<file path="src/rtl/compact_datagram_header_parser_assert.svh">
// Assertion macros shared by the compact datagram header parser RTL.
`ifndef COMPACT_DATAGRAM_HEADER_PARSER_ASSERT_SVH
`define COMPACT_DATAGRAM_HEADER_PARSER_ASSERT_SVH

// Check a property on every rising clock edge outside reset.
`define CDHP_ASSERT(label, prop, msg) \
  label: assert property (@(posedge clk_i) disable iff (!rst_ni) (prop)) else $error(msg);

// Check that a condition never holds outside reset.
`define CDHP_ASSERT_NEVER(label, cond, msg) \
  `CDHP_ASSERT(label, !(cond), msg)

`endif

</file>
<file path="src/rtl/cdhp_pkg.sv">
// Types and constants of the compact datagram header parser.
`timescale 1ns / 1ps

package cdhp_pkg;

  localparam int unsigned BODY_COUNT_BITS_DEF = 16;
  localparam int unsigned OUT_FIFO_DEPTH = 4;

  localparam logic [3:0]  EXP_VERSION_RST = 4'd1;
  localparam logic [15:0] LEN_MAX = 16'hFFFF;

  localparam logic [2:0] POS_VERSION = 3'd0;
  localparam logic [2:0] POS_OP      = 3'd1;
  localparam logic [2:0] POS_SEQ_HI  = 3'd2;
  localparam logic [2:0] POS_SEQ_LO  = 3'd3;
  localparam logic [2:0] POS_EPOCH   = 3'd4;
  localparam logic [2:0] POS_BODY    = 3'd5;

  localparam logic KIND_BODY    = 1'b0;
  localparam logic KIND_SUMMARY = 1'b1;

  typedef enum logic [1:0] {
    STATUS_OK          = 2'd0,
    STATUS_MALFORMED   = 2'd1,
    STATUS_UNSUPPORTED = 2'd2
  } status_e;

  typedef struct packed {
    logic [7:0] data_byte;
    logic       last_byte;
  } in_word_t;

  typedef struct packed {
    logic        kind;
    logic [7:0]  body_byte;
    status_e     status;
    logic [7:0]  op_code;
    logic [15:0] sequence_res;
    logic        epoch_present;
    logic [7:0]  epoch_value;
    logic [15:0] body_length;
    logic        final_result;
  } out_word_t;

endpackage

</file>
<file path="src/rtl/compact_datagram_header_parser.sv">
// Compact datagram header parser: header capture, body pass-through, summary queue.
// Result words are registered in the output queue before they are offered.
// Throughput: one byte per cycle while in_stall_o is low; a last byte that is body queues two words.
// The four-entry output queue takes new bytes while two entries are free.
// Reset clears frame state and the queue and sets the expected version to 1.
// The first byte after reset or after a last byte is header byte 0.
`timescale 1ns / 1ps
`include "compact_datagram_header_parser_assert.svh"

module compact_datagram_header_parser #(
  parameter int unsigned BODY_COUNT_BITS = cdhp_pkg::BODY_COUNT_BITS_DEF
) (
  input  logic                 clk_i,
  input  logic                 rst_ni,
  input  logic                 cfg_we_i,
  input  logic [3:0]           cfg_wdata_i,
  input  logic                 in_valid_i,
  output logic                 in_stall_o,
  input  cdhp_pkg::in_word_t   in_word_i,
  output logic                 out_valid_o,
  input  logic                 out_stall_i,
  output cdhp_pkg::out_word_t  out_word_o
);
  import cdhp_pkg::*;

  localparam int unsigned PtrW  = $clog2(OUT_FIFO_DEPTH);
  localparam int unsigned CntW  = $clog2(OUT_FIFO_DEPTH + 1);
  localparam int unsigned WideW = (BODY_COUNT_BITS > 16) ? BODY_COUNT_BITS : 16;

  logic [3:0]                 exp_ver_q;
  logic [2:0]                 pos_q, pos_d;
  logic                       vgood_q, vgood_d;
  logic                       eflag_q, eflag_d;
  logic [7:0]                 op_q, op_d;
  logic [15:0]                seq_q, seq_d;
  logic [7:0]                 epoch_q, epoch_d;
  logic [BODY_COUNT_BITS-1:0] bcnt_q, bcnt_d;

  logic                       in_acc, out_acc;
  logic                       body_hit, push2;
  logic [BODY_COUNT_BITS-1:0] bcnt_next;
  logic [WideW-1:0]           bcnt_wide;
  logic [15:0]                shown_len;
  logic [3:0]                 len;
  status_e                    status;
  out_word_t                  body_word, sum_word, first_word;

  out_word_t                  fifo_q [OUT_FIFO_DEPTH];
  logic [PtrW-1:0]            wr_ptr_q, rd_ptr_q;
  logic [CntW-1:0]            fcnt_q;
  logic [CntW-1:0]            push_n;

  assign in_stall_o  = (fcnt_q > CntW'(OUT_FIFO_DEPTH - 2));
  assign in_acc      = in_valid_i && !in_stall_o;
  assign out_valid_o = (fcnt_q != '0);
  assign out_acc     = out_valid_o && !out_stall_i;
  assign out_word_o  = fifo_q[rd_ptr_q];

  always_comb begin
    body_hit  = vgood_q && ((pos_q == POS_EPOCH && !eflag_q) || pos_q == POS_BODY);
    bcnt_next = (body_hit && !(&bcnt_q)) ? bcnt_q + BODY_COUNT_BITS'(1) : bcnt_q;
    bcnt_wide = WideW'(bcnt_next);
    shown_len = (bcnt_wide > WideW'(LEN_MAX)) ? LEN_MAX : bcnt_wide[15:0];
    len       = {1'b0, pos_q} + 4'd1;

    vgood_d = vgood_q;
    eflag_d = eflag_q;
    op_d    = op_q;
    seq_d   = seq_q;
    epoch_d = epoch_q;
    case (pos_q)
      POS_VERSION: begin
        vgood_d = (in_word_i.data_byte[7:4] == exp_ver_q);
        eflag_d = in_word_i.data_byte[0];
      end
      POS_OP:     op_d = in_word_i.data_byte;
      POS_SEQ_HI: seq_d = {in_word_i.data_byte, seq_q[7:0]};
      POS_SEQ_LO: seq_d = {seq_q[15:8], in_word_i.data_byte};
      POS_EPOCH: begin
        if (eflag_q) begin
          epoch_d = in_word_i.data_byte;
        end
      end
      default: ;
    endcase
    pos_d  = (pos_q == POS_BODY) ? POS_BODY : pos_q + 3'd1;
    bcnt_d = bcnt_next;

    if (len < 4'd4) begin
      status = STATUS_MALFORMED;
    end else if (!vgood_d) begin
      status = STATUS_UNSUPPORTED;
    end else if (eflag_d && len < 4'd5) begin
      status = STATUS_MALFORMED;
    end else begin
      status = STATUS_OK;
    end

    body_word              = '0;
    body_word.kind         = KIND_BODY;
    body_word.body_byte    = in_word_i.data_byte;
    body_word.body_length  = shown_len;

    sum_word               = '0;
    sum_word.kind          = KIND_SUMMARY;
    sum_word.status        = status;
    sum_word.final_result  = 1'b1;
    if (status == STATUS_OK) begin
      sum_word.op_code       = op_d;
      sum_word.sequence_res  = seq_d;
      sum_word.epoch_present = eflag_d;
      sum_word.epoch_value   = eflag_d ? epoch_d : 8'd0;
      sum_word.body_length   = shown_len;
    end

    first_word = body_hit ? body_word : sum_word;
    push2      = body_hit && in_word_i.last_byte;
    push_n     = in_acc ? (CntW'(body_hit) + CntW'(in_word_i.last_byte)) : '0;
  end

  always_ff @(posedge clk_i or negedge rst_ni) begin
    if (!rst_ni) begin
      exp_ver_q <= EXP_VERSION_RST;
      pos_q     <= POS_VERSION;
      vgood_q   <= 1'b0;
      eflag_q   <= 1'b0;
      op_q      <= '0;
      seq_q     <= '0;
      epoch_q   <= '0;
      bcnt_q    <= '0;
      wr_ptr_q  <= '0;
      rd_ptr_q  <= '0;
      fcnt_q    <= '0;
    end else begin
      if (cfg_we_i) begin
        exp_ver_q <= cfg_wdata_i;
      end
      if (in_acc) begin
        if (in_word_i.last_byte) begin
          pos_q   <= POS_VERSION;
          vgood_q <= 1'b0;
          eflag_q <= 1'b0;
          op_q    <= '0;
          seq_q   <= '0;
          epoch_q <= '0;
          bcnt_q  <= '0;
        end else begin
          pos_q   <= pos_d;
          vgood_q <= vgood_d;
          eflag_q <= eflag_d;
          op_q    <= op_d;
          seq_q   <= seq_d;
          epoch_q <= epoch_d;
          bcnt_q  <= bcnt_d;
        end
      end
      wr_ptr_q <= wr_ptr_q + PtrW'(push_n);
      if (out_acc) begin
        rd_ptr_q <= rd_ptr_q + PtrW'(1);
      end
      fcnt_q <= fcnt_q + push_n - CntW'(out_acc);
    end
  end

  always_ff @(posedge clk_i) begin
    if (push_n != '0) begin
      fifo_q[wr_ptr_q] <= first_word;
      if (push2) begin
        fifo_q[PtrW'(wr_ptr_q + PtrW'(1))] <= sum_word;
      end
    end
  end

  `CDHP_ASSERT_NEVER(a_fifo_over, fcnt_q > CntW'(OUT_FIFO_DEPTH), "output queue overflow")
  `CDHP_ASSERT(a_room_on_accept, in_acc |-> fcnt_q <= CntW'(OUT_FIFO_DEPTH - 2), "no room")
  `CDHP_ASSERT_NEVER(a_pos_range, pos_q > POS_BODY, "byte position beyond body")
  `CDHP_ASSERT(a_restart, in_acc && in_word_i.last_byte |=> pos_q == POS_VERSION, "no restart")
  `CDHP_ASSERT(a_final, out_valid_o |-> out_word_o.kind == out_word_o.final_result, "final flag")

endmodule
</file>
<file path="config.mk">
export PLATFORM = sky130hd
export DESIGN_NAME = compact_datagram_header_parser
export DESIGN_NICKNAME = d
export VERILOG_FILES = /design/src/rtl/cdhp_pkg.sv /design/src/rtl/compact_datagram_header_parser.sv
export VERILOG_INCLUDE_DIRS = /design/src /design/src/rtl
export SDC_FILE = /design/constraint.sdc
export NUM_CORES = 1
export LEC_CHECK = 0
export BUFFER_PORTS_ARGS = -buffer_cell sky130_fd_sc_hd__buf_2
export CAP_MARGIN = 20
export CORE_MARGIN = 1.5
export CORE_UTILIZATION = 30
export DETAILED_ROUTE_END_ITERATION = 10
export GPL_TIMING_DRIVEN = 0
export SLEW_MARGIN = 10
export SYNTH_ARGS = -nofsm -noshare
export SYNTH_HDL_FRONTEND = slang
export SYNTH_SLANG_ARGS = --single-unit
</file>
<file path="constraint.sdc">
create_clock -name clk_i -period 7.23 [get_ports clk_i]
set_input_delay 0.723 -clock clk_i [delete_from_list [all_inputs] [get_ports clk_i]]
set_output_delay 0.723 -clock clk_i [all_outputs]
set_load 0.01 [all_outputs]
</file>
==> summary.md, run 1 <==
| Metric | Value |
|---|---|
| Async SR Flop Fraction | `21.1%` |
| Via/cell ratio | `4.95` |
| Routed WL | `35.3 mm` |
| Post-Syn Instances | `1066` |
| Yosys top cell by area | `edfxtp_1` |
| Dpl hpwl | `23.7 mm` |
| CP max FO | `10` |
| Pwr Density | `approximately 340 nW/um^2` |
| Cts bufs inserted | `35` |
| Port bufs | `73` |
| CTS tree | `done` |
| Endpoints failing setup | `0` |
| Drt wl/cell | `roughly 20 microns` |
| Critical path class | `flop to flop` |
| Total GRT Usage | `15.2%` |
| CP top delay family | `simple AND/OR/NAND/NOR gates` |
| RSZ-0062 raised after global routing | `false` |
| Endpoint class of the critical path | `flop` |
| Fmax | `about 230 MHz` |
| Area grow syn2layout | `18.0%` |
| Largest net degree at the start of global routing | `roughly 60` |
| Mapped cell area | `between 10000 and 15000 sq um` |
| Drt first pass iters | `5` |
| Skew final | `0.0199 ns` |
| CP Depth | `13` |
| Slowest CP cell | `nand4_1` |
| Hold buffers post-CTS | `0` |
| Root Driver | `clkbuf_16` |
| Synth top area cells | `edfxtp_1 45%, dfrtp_1 12%, mux4_2 10%` |
| CP cell instances | `nor2b_2, or2_1, buf_6, inv_2, buf_1, ha_1, buf_2, a21o_1, nand4_1, a21oi_1, nand2_1, clkbuf_1, nor2_1` |
| Buf/Inv on CP | `5` |
| Ant. Diodes | `0` |
| Fin nets | `around 1200` |
| GPL Wtd Cong | `around 0.84` |
| Die width | `216 microns` |
| Ys Warns | `0` |
| Clock Latency Late Sink | `0.52 ns` |
| CTS resizes | `0` |
| Req. time, crit path | `7.59 ns` |
| Io pins | `81` |
| R2R depth | `13` |
| Total power | `around 5.4 mW` |
| Critical path data arrival time | `approximately 4.7 ns` |
| Max-slew violation count | `0` |
| Via count | `8912` |
| CTS sink cnt | `304` |
| Slew @ Worst Pin | `0.981 ns` |
| CP max stage delay | `0.56 ns` |
| Final TNS setup | `0 ns` |
| Longest Clk Path Bufs | `3` |
| Yosys cell types | `61` |
| Period minus WS final | `around 4.4 ns` |
| First-pass GRT wire length | `54.5 mm` |
| Syn_area_per_cell | `12.7 sq um` |
| Initial antenna violation count | `1` |
| # fillers | `4296` |
| CP startpoint kind | `flop` |
| Core Area | `approximately 44000 sq um` |
| Post-route cell area | `16000 sq um` |
| Top-area cell type share of the netlist area | `45.1%` |
| Starting density of the core | `a little under a third` |
| Sequential Area | `around 8400 sq um` |
| Vias in the first global route | `9048` |
| Status | `complete, no violations` |
| Multi-input logic area | `4790 sq um` |
| Leakage | `5.65 nW` |
| Row cnt | `77` |
| Top_reg_cell synth | `edfxtp_1` |
| Post-DP Area | `14900 sq um` |
| Worst relative slew slack | `34.6%` |
| Die area | `46500 sq um` |
| Net Count, Synth | `1092` |
| Chip height | `around 220 microns` |
| Post-synth EDFFs | `204` |
| Tcrit/Tclk final | `60.6%` |
| Gr ovfl total | `0` |
| Share of cells above drive strength 1 | `roughly a fifth` |
| DRT iter0 DRCs | `713` |
| Max cap viols | `0` |
| Final Hold Vio Count | `0` |
| VDD IR max | `approximately 140 uV` |
| Most frequent cells in the layout | `204 x nor2_1, 204 x edfxtp_1, 102 x nand2_1, 92 x buf_2, 63 x dfrtp_1` |
| Post-CTS Setup Repair Bufs | `0` |
| Final ANT Viol Nets | `0` |
| DRC viols | `0` |
| Min-delay worst type | `input pin to async pin` |
| Reg clk slew, reported paths | `0.06 ns` |
| Seq/Total Area, Yosys | `62.3%` |
| H-tree Lvls | `2` |
| #FFs+latches synth | `304` |
routing by layer:
| layer | track usage [%] | vias up | share of wire, % |
|---|---|---|---|
| met5 | 0 | - | 0 |
| met4 | 3.66 | 0 | 1.8 |
| li1 | - | 4143 | - |
| met3 | 2.44 | 49 | 4.9 |
| met2 | 24.4 | 253 | 47 |
| met1 | 21.6 | 4467 | 46 |
sequential cells by signal (all words and copies together), names as in the netlist:
signal	flops
fifo_q	240
bcnt_q	16
seq_q	16
epoch_q	8
op_q	8
exp_ver_q	4
fcnt_q	3
pos_q	3
rd_ptr_q	2
wr_ptr_q	2
eflag_q	1
vgood_q	1
layout make-up:
class,count,share of cell area (%)
sequential,304,52.8
timing repair buffer,80,3.41
multi-input combinational,679,29.9
clock inverter,16,0.727
buffer,67,1.84
inverter,16,0.406
tap,592,4.63
clock buffer,48,6.29
power breakdown:
| part | total (mW) | switching (mW) | internal (mW) |
|---|---|---|---|
| clock network | 1.72 | 0.705 | 1.02 |
| logic | 1.58 | 0.955 | 0.620 |
| registers | 2.07 | 0.0669 | 2.00 |
per-stage QoR:
stage / utilization [%] / hold WS, ns / std cells / worst slack (ns)
finish: 36.0 / 0.0420 / 1802 / 2.85
global route: 36.0 / 0.0248 / 1802 / 2.60
CTS: 36.0 / 0.0301 / 1802 / 2.91
detailed placement: 33.5 / 0.436 / 1738 / 2.93
global placement: 33.0 / 0.427 / 1731 / -1.57
floorplan: - / 0.418 / 1066 / 1.71
cells by family after synthesis:
logic type / after synthesis / synth area share, %
AO/OA/AOI/OAI: 149 / 7.18
flip-flops: 304 / 62.3
multiplexers: 86 / 11.9
buffers and inverters: 83 / 2.62
XOR/XNOR: 22 / 1.42
AND/OR/NAND/NOR: 414 / 13.8
adder cells (fa/ha/maj): 8 / 0.793
path summary, 6_finish.rpt:
path / from / end / slack [ns]
worst max-delay path: eflag_q / fifo_q[3][37] / 2.85
worst min-delay path: rst_ni / exp_ver_q[1] / 0.04
worst max register to register: eflag_q / fifo_q[3][37] / 2.85
worst min register to register: fifo_q[0][0] / fifo_q[0][0] / 0.44
max in group asynchronous: rst_ni / seq_q[9] / 6.64
min in group clk_i: fifo_q[0][0] / fifo_q[0][0] / 0.44
Yosys cell counts (10+ instances only):
cell      count
nor2_2       10
inv_1        15
edfxtp_1    204
a22oi_1      16
dfrtp_1      63
xor2_1       11
a21oi_1      24
a22o_1       15
nand3_1      27
nand4_1      13
mux4_2       60
buf_2        20
o21ai_0      50
clkbuf_1     41
dfxtp_1      36
nor2_1      204
mux2i_1      21
nand2b_1     13
xnor2_1      11
nand2_1     102
Power figures use the tool's default switching activity.
==> inputs of run 2 (changes only) <==
==> constraint.sdc (replaced) <==
create_clock -name clk_i -period 3.8 [get_ports clk_i]
set_input_delay 0.38 -clock clk_i [delete_from_list [all_inputs] [get_ports clk_i]]
set_output_delay 0.38 -clock clk_i [all_outputs]
set_load 0.01 [all_outputs]
==> summary.md, run 2 (synthesized netlist as in run 1, its figures left out) <==
| Metric | Value |
|---|---|
| Status | `complete, no violations` |
| Worst relative slew slack | `approximately 43%` |
| H-tree Lvls | `2` |
| Hold depth | `2` |
| Placed insts | `1742` |
| Req. time, crit path | `between 4 and 5 ns` |
| Fmax | `277 MHz` |
| Pwr Density | `626 nW/um^2` |
| Total GRT Usage | `15.3%` |
| First-pass GRT wire length | `~55 mm` |
| Chip height | `216 microns` |
| Die area | `approximately 47000 sq um` |
| Worst reg2reg endpoint | `fifo_q[0][36]` |
| Area grow syn2layout | `19.1%` |
| VDD IR max | `307 uV` |
| GPL Wtd Cong | `0.837` |
| Most flops, register | `fifo_q` |
| CP startpoint kind | `flop` |
| Final ANT Viol Nets | `0` |
| Total power | `roughly 10 mW` |
| Leakage | `5.69 nW` |
| Slowest CP cell | `dfrtp_1` |
| Dpl hpwl | `24.4 mm` |
| Hold Path End | `exp_ver_q[2]` |
| CP cell instances | `nor2b_4, or2_1, buf_6, inv_2, buf_2, ha_1, buf_2, o21ba_2, buf_2, o211ai_1, a21oi_1, nand2_1, clkbuf_2, nor2_1` |
| # fillers | `around 4300` |
| Max cap viols | `0` |
| Period minus WS final | `3.61 ns` |
| Drt wl/cell | `19.7 microns` |
| Setup crit start | `eflag_q` |
| Cts bufs inserted | `34` |
| DRC viols | `0` |
| Critical path class | `flop to flop` |
| Initial antenna violation count | `1` |
| Gr ovfl total | `0` |
| Via count | `8996` |
| Critical path data arrival time | `roughly 4.0 ns` |
| Reg clk slew, reported paths | `0.06 ns` |
| Die width | `216 microns` |
| CTS sink cnt | `approximately 300` |
| Endpoints failing setup | `0` |
| Io pins | `81` |
| Vias in the first global route | `slightly above 9000` |
| Share of cells above drive strength 1 | `a little over a fifth` |
| CP max FO | `10` |
| Final Hold Vio Count | `0` |
| Tcrit/Tclk final | `94.9%` |
| Row cnt | `77` |
| Post-route cell area | `16200 sq um` |
| Fin nets | `1222` |
| R2R depth | `14` |
| CTS tree | `done` |
| Largest registers | `fifo_q x240, bcnt_q x16, seq_q x16` |
| Cell mode on critical path | `buf_2` |
| DRT iter0 DRCs | `roughly 820` |
| Longest Clk Path Bufs | `3` |
| HP Start | `cfg_wdata_i[2]` |
| Slew @ Worst Pin | `0.856 ns` |
| Max-slew violation count | `0` |
| R2R Setup Slk | `slightly below 0.2 ns` |
| Port bufs | `73` |
| Drt first pass iters | `5` |
| Commonest non-fill, non-tap cell in the layout | `edfxtp_1` |
| Post-DP Area | `15000 sq um` |
| Starting density of the core | `30.6%` |
| Core Area | `44400 sq um` |
| RSZ-0062 raised after global routing | `false` |
| Core Util, Final | `about 36%` |
| Root Driver | `clkbuf_16` |
| Reg2Reg Launch Point | `eflag_q` |
| Clock Latency Late Sink | `approximately 0.53 ns` |
| Routed WL | `about 36 mm` |
| CP max stage delay | `between 0.4 and 0.5 ns` |
| Max FFs per register | `240` |
| Endpoint class of the critical path | `flop` |
| Largest net degree at the start of global routing | `between 50 and 60` |
| Skew final | `0.0113 ns` |
| Via/cell ratio | `4.96` |
| Min-delay worst type | `input pin to flop` |
| Non-Filler Instances | `1812` |
| Most frequent cells in the layout | `204 x edfxtp_1, 203 x nor2_1, 102 x nand2_1, 92 x buf_2, 63 x dfrtp_1` |
-- run 2: cell types whose count changed in the layout (fill, tap and decap cells not counted), moves of 3 or more --
cell / before / now
clkbuf_16: 37 / 34
buf_4: 2 / 12
clkbuf_2: 0 / 4
buf_16: 5 / 9
clkinv_2: 6 / 3
clkinvlp_4: 0 / 4
clkbuf_1: 48 / 44
clkbuf_8: 4 / 1
-- run 2: final cells by class --
class                           count  area [sq um]  share of cell area [%]
Buffer                             67           310                    1.92
Clock buffer                       42           891                    5.51
Sequential cell                   304          8450                    52.3
Antenna cell                        1          2.50                  0.0155
Inverter                           16          67.6                   0.418
Clock inverter                     17           150                   0.929
Tap cell                          592           741                    4.58
Multi-Input combinational cell    679          4820                    29.8
Timing Repair Buffer               94           733                    4.54
-- run 2: worst max path at each step --
stage	depth (start not counted)	to	slack, ns
2_1_floorplan	12	fifo_q[3][7]	0.08
3_3_place_gp	12	fifo_q[1][7]	-1.43
3_5_place_dp	13	fifo_q[3][14]	-0.67
4_1_cts	12	fifo_q[1][7]	0.04
5_1_grt	14	fifo_q[0][39]	0.006
6_report	14	fifo_q[0][36]	0.19
-- run 2: worst max-delay path: cells and delay by family, from the launching register on --
kind	cells	cell delay, ns
and+or+nand+nor	4	0.86
adders and majority gates	1	0.17
buffers and inverters	6	1.35
AOI/OAI and AO/OA	3	0.61
DFF	1	0.45
-- run 2: power breakdown --
group / internal [mW] / switching, mW
Sequential: 3.81 / 0.129
Combinational: 1.22 / 1.83
Clock: 1.81 / 1.32
-- run 2: timing repair --
item | CTS | global route
gates resized for setup | 6 | 11
hold buffers | 1 | 0
pin swaps | 2 | 0
endpoints found under the setup margin | 289 | 65
endpoints found under the hold margin | 64 | 0
setup buffers | 9 | 0
-- run 2: through the flow --
stage	hold slack (ns)	TNS, ns	worst slack [ns]
3_3_place_gp	0.428	-264.31	-1.43
6_report	0.0985	0	0.195
2_1_floorplan	0.0844	0	0.0824
5_1_grt	0.0859	0	0.00574
3_5_place_dp	0.228	-56.60	-0.666
4_1_cts	0.0826	0	0.0412
-- run 2: layer usage --
| metal | track usage [%] | wire length, microns |
|---|---|---|
| met5 | 0 | 0 |
| met1 | 21.6 | 16300 |
| met2 | 24.8 | 17000 |
| met4 | 3.75 | 604 |
| met3 | 2.23 | 1700 |
